$ cat src/rtl/pee_pkg.sv
`timescale 1ns / 1ps
// ----------------------------------------------------------------------------
// pee_pkg
// Shared types and character codes for the postfix expression evaluator.
// ----------------------------------------------------------------------------
package pee_pkg;

    // ASCII codes of the characters the evaluator acts on
    localparam logic [7:0] SYM_ZERO  = 8'd48;
    localparam logic [7:0] SYM_NINE  = 8'd57;
    localparam logic [7:0] SYM_PLUS  = 8'd43;
    localparam logic [7:0] SYM_MINUS = 8'd45;
    localparam logic [7:0] SYM_SLASH = 8'd47;
    localparam logic [7:0] SYM_TIMES = 8'd120;

    typedef enum logic [1:0] {
        ST_OK      = 2'd0,
        ST_UNDER   = 2'd1,
        ST_OVER    = 2'd2,
        ST_DIVZERO = 2'd3
    } status_t;

    typedef enum logic [1:0] {
        OP_ADD = 2'd0,
        OP_SUB = 2'd1,
        OP_MUL = 2'd2,
        OP_DIV = 2'd3
    } alu_op_t;

    typedef struct packed {
        logic    start;
        alu_op_t op;
    } alu_req_t;

    typedef struct packed {
        logic        done;
        logic [31:0] result;
    } alu_rsp_t;

endpackage

$ cat src/rtl/pee_alu.sv
`timescale 1ns / 1ps
// ----------------------------------------------------------------------------
// pee_alu
// Iterative 32-bit arithmetic unit built around one shared 34-bit adder.
// Add and subtract take one step, multiply 32 shift-add steps, divide
// 32 restoring steps plus sign handling around them.
// ----------------------------------------------------------------------------
module pee_alu (
    input  logic              clk,
    input  logic              rst_n,
    input  pee_pkg::alu_req_t req,
    input  logic [31:0]       a,
    input  logic [31:0]       b,
    output pee_pkg::alu_rsp_t rsp
);
    import pee_pkg::*;

    typedef enum logic [2:0] {
        A_IDLE,
        A_ABSA,
        A_ABSB,
        A_STEP,
        A_FIX
    } alu_state_t;

    alu_state_t  state_reg;
    alu_op_t     op_reg;
    logic [31:0] acc_reg;   // partial product high half, or remainder
    logic [31:0] q_reg;     // multiplier / dividend / quotient
    logic [31:0] d_reg;     // multiplicand / divisor
    logic [4:0]  cnt_reg;
    logic        neg_reg;
    logic        done_reg;
    logic [31:0] result_reg;

    // shared adder
    logic [33:0] add_x;
    logic [33:0] add_y;
    logic        add_sub;
    logic [33:0] add_sum;

    always_comb
    begin
        add_x   = '0;
        add_y   = '0;
        add_sub = 1'b0;
        unique case (state_reg)
            A_ABSA:
            begin
                add_y   = {2'b00, q_reg};
                add_sub = 1'b1;
            end
            A_ABSB:
            begin
                add_y   = {2'b00, d_reg};
                add_sub = 1'b1;
            end
            A_FIX:
            begin
                add_y   = {2'b00, q_reg};
                add_sub = 1'b1;
            end
            A_STEP:
            begin
                unique case (op_reg)
                    OP_ADD:
                    begin
                        add_x = {2'b00, q_reg};
                        add_y = {2'b00, d_reg};
                    end
                    OP_SUB:
                    begin
                        add_x   = {2'b00, q_reg};
                        add_y   = {2'b00, d_reg};
                        add_sub = 1'b1;
                    end
                    OP_MUL:
                    begin
                        add_x = {2'b00, acc_reg};
                        add_y = q_reg[0] ? {2'b00, d_reg} : '0;
                    end
                    OP_DIV:
                    begin
                        add_x   = {1'b0, acc_reg, q_reg[31]};
                        add_y   = {2'b00, d_reg};
                        add_sub = 1'b1;
                    end
                    default:
                    begin
                        add_x = '0;
                    end
                endcase
            end
            default:
            begin
                add_x = '0;
            end
        endcase
    end

    assign add_sum = add_x + (add_sub ? ~add_y : add_y) + {33'd0, add_sub};

    // restoring divide step: a negative trial keeps the shifted remainder
    logic [31:0] div_rem;
    logic [31:0] div_q;
    assign div_rem = add_sum[33] ? {acc_reg[30:0], q_reg[31]} : add_sum[31:0];
    assign div_q   = {q_reg[30:0], ~add_sum[33]};

    always_ff @(posedge clk or negedge rst_n)
    begin
        if (!rst_n)
        begin
            state_reg <= A_IDLE;
            done_reg  <= 1'b0;
        end
        else
        begin
            unique case (state_reg)
                A_IDLE:
                begin
                    // done is raised only on the way back here, so drop it now
                    done_reg <= 1'b0;
                    if (req.start)
                    begin
                        op_reg  <= req.op;
                        q_reg   <= a;
                        d_reg   <= b;
                        acc_reg <= '0;
                        cnt_reg <= 5'd31;
                        neg_reg <= a[31] ^ b[31];
                        state_reg <= (req.op == OP_DIV) ? A_ABSA : A_STEP;
                    end
                end
                A_ABSA:
                begin
                    if (q_reg[31])
                    begin
                        q_reg <= add_sum[31:0];
                    end
                    state_reg <= A_ABSB;
                end
                A_ABSB:
                begin
                    if (d_reg[31])
                    begin
                        d_reg <= add_sum[31:0];
                    end
                    state_reg <= A_STEP;
                end
                A_STEP:
                begin
                    unique case (op_reg)
                        OP_ADD, OP_SUB:
                        begin
                            result_reg <= add_sum[31:0];
                            done_reg   <= 1'b1;
                            state_reg  <= A_IDLE;
                        end
                        OP_MUL:
                        begin
                            acc_reg <= add_sum[32:1];
                            q_reg   <= {add_sum[0], q_reg[31:1]};
                            cnt_reg <= cnt_reg - 5'd1;
                            if (cnt_reg == 5'd0)
                            begin
                                result_reg <= {add_sum[0], q_reg[31:1]};
                                done_reg   <= 1'b1;
                                state_reg  <= A_IDLE;
                            end
                        end
                        OP_DIV:
                        begin
                            acc_reg <= div_rem;
                            q_reg   <= div_q;
                            cnt_reg <= cnt_reg - 5'd1;
                            if (cnt_reg == 5'd0)
                            begin
                                if (neg_reg)
                                begin
                                    state_reg <= A_FIX;
                                end
                                else
                                begin
                                    result_reg <= div_q;
                                    done_reg   <= 1'b1;
                                    state_reg  <= A_IDLE;
                                end
                            end
                        end
                        default:
                        begin
                            state_reg <= A_IDLE;
                        end
                    endcase
                end
                A_FIX:
                begin
                    result_reg <= add_sum[31:0];
                    done_reg   <= 1'b1;
                    state_reg  <= A_IDLE;
                end
                default:
                begin
                    state_reg <= A_IDLE;
                end
            endcase
        end
    end

    assign rsp.done   = done_reg;
    assign rsp.result = result_reg;

endmodule

$ cat config.mk
export PLATFORM = sky130hd
export DESIGN_NAME = pee_alu
export DESIGN_NICKNAME = d
export VERILOG_FILES = /design/src/rtl/pee_pkg.sv /design/src/rtl/pee_alu.sv
export SDC_FILE = /design/constraint.sdc
export NUM_CORES = 1
export LEC_CHECK = 0
export ABC_CLOCK_PERIOD_IN_PS = 8640
export BUFFER_PORTS_ARGS = -buffer_cell sky130_fd_sc_hd__buf_2
export CAP_MARGIN = 20
export CORE_MARGIN = 5
export CORE_UTILIZATION = 60
export DETAILED_ROUTE_END_ITERATION = 8
export GPL_ROUTABILITY_DRIVEN = 0
export GPL_TIMING_DRIVEN = 0
export PLACE_DENSITY = 0.87
export SLEW_MARGIN = 5
export SYNTH_ARGS = -nofsm -noshare
export SYNTH_HDL_FRONTEND = slang
export SYNTH_SLANG_ARGS = --single-unit
$ cat constraint.sdc
create_clock -name clk -period 8.64 [get_ports clk]
set_clock_uncertainty 0.2 [all_clocks]
set_input_delay 1.728 -clock clk [delete_from_list [all_inputs] [get_ports clk]]
set_output_delay 1.728 -clock clk [all_outputs]
set_load 0.01 [all_outputs]
# [Word-level counts from Yosys, hierarchy flattened]
# Cells that the tools add are included.
[word_totals] regBits=140 latchBits=0 ram_bits=0 romBits=0 memories=0
[op_classes] n_addsub=3 n_mul=0 n_div=0 n_lt_le_gt_ge=0 n_eq_ne=16 shifts=0 n_mux=39 bitwise=3 reduce_logical=24
[ops] op="$mux 32" n=10
[ops] op="$pmux 32 s2" n=5
[ops] op="$pmux 34 s3" n=2
[ops] op="$pmux 32 s3" n=2
[ops] op="$mux 34" n=2
[ops] op="$pmux 34 s2" n=1
[ops] op="$add 34x1->34" n=1
[ops] op="$add 34x34->34" n=1
[ops] op="$not 34->34" n=1
[ops] op="$reduce_and 4->1" n=5
[ops] op="$mux 3" n=4
[ops] op="$pmux 3 s4" n=1
[ops] op="$mux 5" n=2
[ops] op="$pmux 5 s2" n=1
[ops] op="$reduce_and 5->1" n=2
[ops] op="$ne 3x3->1 const B" n=3
[ops] op="$pmux 3 s3" n=1
[ops] op="$reduce_and 3->1" n=3
[ops] op="$ne 2x2->1 const B" n=4
[ops] op="$reduce_or 2->1" n=4
[ops] op="$eq 2x2->1 const B" n=3
[ops] op="$eq 3x2->1 const B" n=2
[ops] op="$pmux 1 s3" n=2
[ops] op="$reduce_bool 2->1" n=3
[ops] op="other kinds (15)" n=20

# [Logic depth before layout (Yosys ltp)]
# Gate-level depths: netlist of the first run.
[depth] ltp_word=13 depth_mapped=20 ltp_nobuf=15

# [Least setup slack after synthesis of the first run]
# OpenSTA, ideal clock, no wires.
[synth_path] path_type="input to register" from="in req[2] (netlist bit)" to="reg d_reg[0], enable pin" setup_ps=467 arrival_ps=4365 t_required_ps=7973 setup_slack_ps=3609 cell_stages=4 n_path_buf=0 cell_sequence="nor2_1 nor3_1 and2_1 a21boi_0"
[synth_between] elab_chain_len=2
[synth_rtl] item="start, declared" line="pee_alu.sv:11" rtl="input pee_pkg::alu_req_t req,"
[synth_rtl] item="$ne 2x2->1 (no source line)"
[synth_rtl] item="$reduce_and 4->1 (no source line)"
[synth_rtl] item="end signal, assigned" line="pee_alu.sv:146" rtl="d_reg <= add_sum[31:0];"
[synth_rtl] item="end, declared" line="pee_alu.sv:30" rtl="logic [31:0] d_reg;"
# No other way between the ends.
# A chain may end at the register's enable or synchronous reset.

# [Worst setup path in the final report of the first run]
[layout_path] from="reg state_reg[1]" to="reg acc_reg[30], data pin"
[layout_between] elab_chain_len=10 elab_cells_between_ends=17 classes_between="add/sub (2); eq/ne (4); mux (7); bitwise (1); reduce/logical (3)"
[layout_rtl] item="start, declared" line="pee_alu.sv:26" rtl="alu_state_t state_reg;"
[layout_rtl] item="start signal, assigned" line="pee_alu.sv:131" rtl="state_reg <= (req.op == OP_DIV) ? A_ABSA : A_STEP;"
[layout_rtl] item="$eq 3x1->1 or $eq 3x3->1 (tied branches)" line="pee_alu.sv:47" rtl="unique case (state_reg)"
[layout_rtl] item="$reduce_or 2->1 (no source line)"
[layout_rtl] item="$pmux 34 s3" line="pee_alu.sv:47"
[layout_rtl] item="$not 34->34" line="pee_alu.sv:101" rtl="assign add_sum = add_x + (add_sub ? ~add_y : add_y) + {33'd0, add_sub};"
[layout_rtl] item="$mux 34" line="pee_alu.sv:101"
[layout_rtl] item="$add 34x34->34" line="pee_alu.sv:101"
[layout_rtl] item="$add 34x1->34" line="pee_alu.sv:101"
[layout_rtl] item="$mux 32" line="pee_alu.sv:106" rtl="assign div_rem = add_sum[33] ? {acc_reg[30:0], q_reg[31]} : add_sum[31:0];"
[layout_rtl] item="$pmux 32 s2" line="pee_alu.sv:152" rtl="unique case (op_reg)"
[layout_rtl] item="$pmux 32 s2 (*)" line="pee_alu.sv:118" rtl="unique case (state_reg)"
[layout_rtl] item="end signal, assigned" line="pee_alu.sv:161" rtl="acc_reg <= add_sum[32:1];"
[layout_rtl] item="end signal, assigned" line="pee_alu.sv:173" rtl="acc_reg <= div_rem;"
[layout_rtl] item="end, declared" line="pee_alu.sv:28" rtl="logic [31:0] acc_reg;"
# Every way passes the cells marked *; elsewhere a longest branch is shown, timed or not.

==> reports/summary.txt, run 1 <==
largest net degree at the start of global routing - 23
max-slew violation count - 0
synthesis warning total - 0
worst r2r src - state_reg[1]$_DFFE_PN0P_
RSZ-0062 raised after global routing - no
critical-path maximum fanout - 10
Slew headroom - 27.0%
CP endpoint kind - flip-flop
chip height - 143 um
layout cells sized above 1 - 13.5%
# hold bufs at CTS - 0
clock insertion delay at the later pin of the skew report - 0.44 ns
H-tree depth - 4
final setup fails - 0
initial antenna violation count - 1
CP Capture Point - acc_reg[30]$_SDFFCE_PP0P_
post-synthesis cell count - 1164
most common cell after layout, fill and taps aside - nand2_1
via/cell ratio - 7.01
EDFF count, synth - 136
Initial Util - 61.3%
Synth cell types - 75
final antenna diode count - 0
Crit Reg-Reg Endpoint - acc_reg[30]$_SDFFCE_PP0P_
cts repair resizes - 0
clk slew on worst S/H paths - 0.06 ns
Hold Crit Class - flip-flop to flip-flop
register area share after synthesis - 39.3%
Tcrit/Tclk final - 66.2%
setup slack, reg-to-reg - 2.92 ns
FP Rows - 48
final WL - 36500 um
Post-DP HPWL - 25400 um
vias in the first global route - 10300
Tmin final - 5.72 ns
CORE AREA - 17400 um^2
io pins - 102
share of synthesized flip-flops with an asynchronous set or reset - 2.86%
FF+latch count, synth - 140
IO Port Bufs - 101
Worst Path Required - 8.59 ns
Num CTS Buffers - 17
DRC - 0
CTS tree - yes
GRT Overall Usage - 35.1%
max-cap violations - 0
grt total ovfl - 0
Post-Syn Area - 10600 um^2
status - complete, no violations
root buffer cell - clkbuf_16
f_max - 175 MHz
Worst-Margin Slew - 1.09 ns
die width - 143 um
Layout Nets - 1391
CTS Buffer Depth - 2
final setup TNS - 0 ns
commonest cells after routing, fill and taps aside - 176 x nand2_1, 136 x edfxtp_1, 134 x nor2_1
syn nets - 1267
DIE AREA - 20500 um^2
Wirelength per Cell - 23.9 um
area grow syn2layout - 14.4%
global-route wire length before repair - 55200 um
Worst EP arrival - 5.67 ns
WS Path Type - flip-flop to flip-flop
clk sinks - 140
Final ANT Viol Nets - 0
Final Hold Violating Endpoints - 0
syn avg cell area - 9.15 um^2
Vias - 10700
iteration-0 DRC count of the detailed router - 1738
postcts setup bufs - 0
Worst R2R Path Depth - 17
Top FF cell, synth - edfxtp_1
Worst Setup SP - state_reg[1]$_DFFE_PN0P_
DRT Pass-1 Iters - 9
crit path launch type - flip-flop
==> metal layers <==
metal	routed length (um)	share of wire [%]	up-vias	track usage (%)
li1	-	-	4603	-
met1	12700	35	4904	45.4
met3	5380	15	231	10.9
met5	10	0.027	-	0
met2	16100	44	957	52.6
met4	2260	6.2	2	19.2
==> per-stage QoR <==
stage | area (um^2) | hold slack (ns) | worst slack (ns) | utilization (%) | cells
3_3_place_gp | 11400 | 0.305 | 1.96 | 65.9 | 1490
6_report | 12200 | 0.352 | 2.92 | 70.1 | 1525
4_1_cts | 12200 | 0.341 | 3.19 | 70.1 | 1525
3_5_place_dp | 11600 | 0.325 | 3.25 | 66.7 | 1494
5_1_grt | 12200 | 0.377 | 2.77 | 70.1 | 1525
2_1_floorplan | 10600 | 0.283 | 3.61 | - | 1164
==> layout make-up <==
class | instances | area [um^2]
plain buffers | 90 | 405
flip-flops and latches | 140 | 4180
clock buffers | 17 | 425
multi-input cells | 917 | 6030
clock inverters | 14 | 178
inverters | 17 | 63.8
fillers | 1308 | 5180
well taps | 225 | 282
repair buffers | 105 | 608
==> cells in the mapped netlist (all sizes together), types with 6 or more instances <==
cell type	instances	area share, %
a211oi	59	4.3
a21o	15	1.1
a21oi	66	3.1
a221oi	28	2.4
a22o	26	2.1
a22oi	33	2.3
and2	10	0.59
buf	20	1.3
clkbuf	70	2.5
edfxtp	136	38
ha	33	3.9
inv	17	0.60
mux2i	115	11
nand2	176	6.2
nand2b	7	0.41
nand3	13	0.61
nor2	134	4.7
nor2b	6	0.35
nor3	11	0.56
o211ai	10	0.75
o21ai	74	3.5
o21bai	6	0.42
or2	7	0.43
xnor2	22	1.9
xor2	11	0.98
==> kinds of logic (layout without fill, tap and decap cells) <==
logic type / after synthesis / count (layout) / synth area share (%)
AOI/OAI and AO/OA: 352 / 352 / 23.4
xor gates and xnor gates: 33 / 33 / 2.86
buffers and inverters: 107 / 243 / 4.41
muxes: 115 / 115 / 10.8
and+or+nand+nor: 383 / 383 / 15.2
DFF: 140 / 140 / 39.3
adders and majority gates: 34 / 34 / 4.07
==> critical path, cell delays in order (launching register included) <==
cell and delay [ns]:
dfrtp_1 0.35, buf_2 0.23, clkbuf_1 0.57, nand2_1 0.35, clkbuf_1 0.39, a211oi_1 0.36
ha_1 0.29, clkbuf_1 0.18, a211oi_1 0.27, o21bai_1 0.14, o31ai_1 0.41, nand3_1 0.15
a31oi_1 0.39, o21ai_1 0.21, a311oi_2 0.49, nor2_1 0.10, a211oi_1 0.25, a211oi_1 0.09
==> worst min path at each step <==
stage                                    start                   end  slack, ns  cells after the start
final                     done_reg$_DFFE_PN0P_  done_reg$_DFFE_PN0P_       0.35                      2
after global routing      done_reg$_DFFE_PN0P_  done_reg$_DFFE_PN0P_       0.38                      2
after CTS                 done_reg$_DFFE_PN0P_  done_reg$_DFFE_PN0P_       0.34                      2
after detailed placement  done_reg$_DFFE_PN0P_  done_reg$_DFFE_PN0P_       0.33                      2
after global placement    done_reg$_DFFE_PN0P_  done_reg$_DFFE_PN0P_       0.31                      2
after floorplan           done_reg$_DFFE_PN0P_  done_reg$_DFFE_PN0P_       0.28                      2
Power of run 1 is not shown: default switching activity piles up to over one toggle a cycle in this logic, so the estimate is an artifact.
==> run 2: changes to the inputs <==
--- a/config.mk
+++ b/config.mk
@@ -5,7 +5,7 @@
 export SDC_FILE = /design/constraint.sdc
 export NUM_CORES = 1
 export LEC_CHECK = 0
-export ABC_CLOCK_PERIOD_IN_PS = 8640
+export ABC_CLOCK_PERIOD_IN_PS = 5300
 export BUFFER_PORTS_ARGS = -buffer_cell sky130_fd_sc_hd__buf_2
 export CAP_MARGIN = 20
 export CORE_MARGIN = 5
==> constraint.sdc (replaced) <==
create_clock -name clk -period 5.3 [get_ports clk]
set_clock_uncertainty 0.2 [all_clocks]
set_input_delay 1.06 -clock clk [delete_from_list [all_inputs] [get_ports clk]]
set_output_delay 1.06 -clock clk [all_outputs]
set_load 0.01 [all_outputs]
==> reports/summary.txt, run 2 (synthesis results as in run 1) <==
Wirelength per Cell - 23.9 um (about the same)
GRT Overall Usage - 35.1% (about the same)
IO Port Bufs - 101 (unchanged)
Layout Nets - 1392 (+0.072%)
CP endpoint kind - flip-flop
CTS Buffer Depth - 2 (unchanged)
io pins - 102 (unchanged)
initial antenna violation count - 1 (unchanged)
Hold Crit Class - primary input to asynchronous set/reset pin
Initial Util - 61.3% (unchanged)
grt total ovfl - 0 (unchanged)
FP Rows - 48 (unchanged)
final setup fails - 0 (unchanged)
status - complete, no violations
Crit Reg-Reg Endpoint - acc_reg[30]$_SDFFCE_PP0P_
Num CTS Buffers - 17 (unchanged)
setup slack, reg-to-reg - 0.16 ns (-2.76 ns)
max-cap violations - 0 (unchanged)
DRT Pass-1 Iters - 9 (unchanged)
commonest cells after routing, fill and taps aside - 176 x nand2_1, 136 x edfxtp_1, 134 x nor2_1
filler cell count - 1302 (-0.46%)
Final Hold Violating Endpoints - 0 (unchanged)
CTS tree - yes
chip height - 143 um (unchanged)
final setup TNS - 0 ns (unchanged)
clk sinks - 140 (unchanged)
DRC - 0 (unchanged)
largest net degree at the start of global routing - 23 (unchanged)
Tmin final - 5.14 ns (-0.577 ns)
placed instance count - 1494 (unchanged)
worst r2r src - op_reg[1]$_DFFE_PP_
Worst Path Required - 5.26 ns (-3.33 ns)
CORE AREA - 17400 um^2 (unchanged)
layout cells sized above 1 - 14.5% (+0.91 points)
Worst R2R Path Depth - 15 (-2)
critical-path maximum fanout - 10 (unchanged)
f_max - 195 MHz (+11%)
most common cell after layout, fill and taps aside - nand2_1
Worst EP arrival - 5.09 ns (-0.58 ns)
Worst-Margin Slew - 1.08 ns (-0.00695 ns)
via/cell ratio - 6.99 (-0.28%)
iteration-0 DRC count of the detailed router - 1627 (-6.4%)
Tcrit/Tclk final - 97.0% (+31 points)
Cell Count, Final, Fillers Out - 1526 (+0.066%)
RSZ-0062 raised after global routing - yes
clock insertion delay at the later pin of the skew report - 0.45 ns (about the same)
clk slew on worst S/H paths - 0.07 ns (about the same)
WS Path Type - flip-flop to flip-flop
final WL - 36500 um (about the same)
Post-DP HPWL - 25400 um (unchanged)
final antenna diode count - 0 (unchanged)
DIE AREA - 20500 um^2 (unchanged)
area grow syn2layout - 14.6%
root buffer cell - clkbuf_16
H-tree depth - 4 (unchanged)
Vias - 10700 (-0.22%)
max-slew violation count - 0 (unchanged)
vias in the first global route - 10300 (+0.20%)
die width - 143 um (unchanged)
crit path launch type - flip-flop
Final ANT Viol Nets - 0 (unchanged)
global-route wire length before repair - 55200 um (about the same)
Slew headroom - 27.4% (+0.46 points)
[run 2: cell count changes in the layout (fill, tap and decap cells not counted)]
cell / change
o31ai_1: -1
clkbuf_2: +9
o31ai_2: +1
buf_4: +2
clkbuf_1: -10
[run 2: worst max path at each step]
| stage | startpoint | end | slack [ns] | cells past startpoint |
|---|---|---|---|---|
| 3_3_place_gp | req[2] | d_reg[18]$_DFFE_PP_ | -0.71 | 5 |
| 2_1_floorplan | state_reg[0]$_DFFE_PN0P_ | acc_reg[13]$_SDFFCE_PP0P_ | 0.89 | 19 |
| 3_5_place_dp | state_reg[0]$_DFFE_PN0P_ | acc_reg[30]$_SDFFCE_PP0P_ | -0.09 | 18 |
| 6_report | op_reg[1]$_DFFE_PP_ | acc_reg[30]$_SDFFCE_PP0P_ | 0.16 | 15 |
| 4_1_cts | state_reg[0]$_DFFE_PN0P_ | acc_reg[30]$_SDFFCE_PP0P_ | 0.02 | 19 |
| 5_1_grt | op_reg[1]$_DFFE_PP_ | q_reg[22]$_DFFE_PP_ | -0.02 | 15 |
[run 2: cell type report]
class                           count  area (um^2)  area share (%)
Clock inverter                     14          178            1.46
Clock buffer                       17          425            3.49
Inverter                           17         63.8           0.523
Tap cell                          225          282            2.31
Multi-Input combinational cell    917         6030            49.4
Timing Repair Buffer              107          623            5.11
Buffer                             89          413            3.38
Sequential cell                   140         4180            34.3
[run 2: timing repair]
item | 4_1_cts | 5_1_grt
endpoints found under the setup margin | 2 | 43
buffers inserted | 0 | 2
resized for setup | 2 | 15
pin swaps | 0 | 2
hold buffers | 0 | 0
[run 2: worst max-delay path: stages (launching register included)]
cell and delay [ns]:
edfxtp_1 0.31, buf_2 0.21, clkbuf_1 0.46, clkbuf_1 0.59, a211oi_1 0.29, fa_1 0.54
a211oi_1 0.23, o21bai_1 0.15, o31ai_2 0.31, nand3_1 0.13, a31oi_1 0.37, o21ai_1 0.21
a311oi_2 0.41, nor2_1 0.09, a211oi_1 0.24, a211oi_1 0.09
[run 2: metrics by stage]
step	setup WS (ns)	util, %	hold WS [ns]	instance area [um^2]
5_1_grt	-0.0160	70.3	0.233	12200
2_1_floorplan	0.887	-	0.283	10600
3_5_place_dp	-0.0919	66.7	0.325	11600
3_3_place_gp	-0.710	65.9	0.305	11400
4_1_cts	0.0153	70.1	0.228	12200
6_report	0.161	70.3	0.219	12200
[run 2: routing by layer]
metal	up-vias	GRT usage, %	routed length [um]
met2	971	52.6	16200
met3	218	10.8	5320
met4	0	19.4	2250
met5	-	0	0
li1	4594	-	-
met1	4891	45.4	12700
Power of run 2 is left out for the same reason.
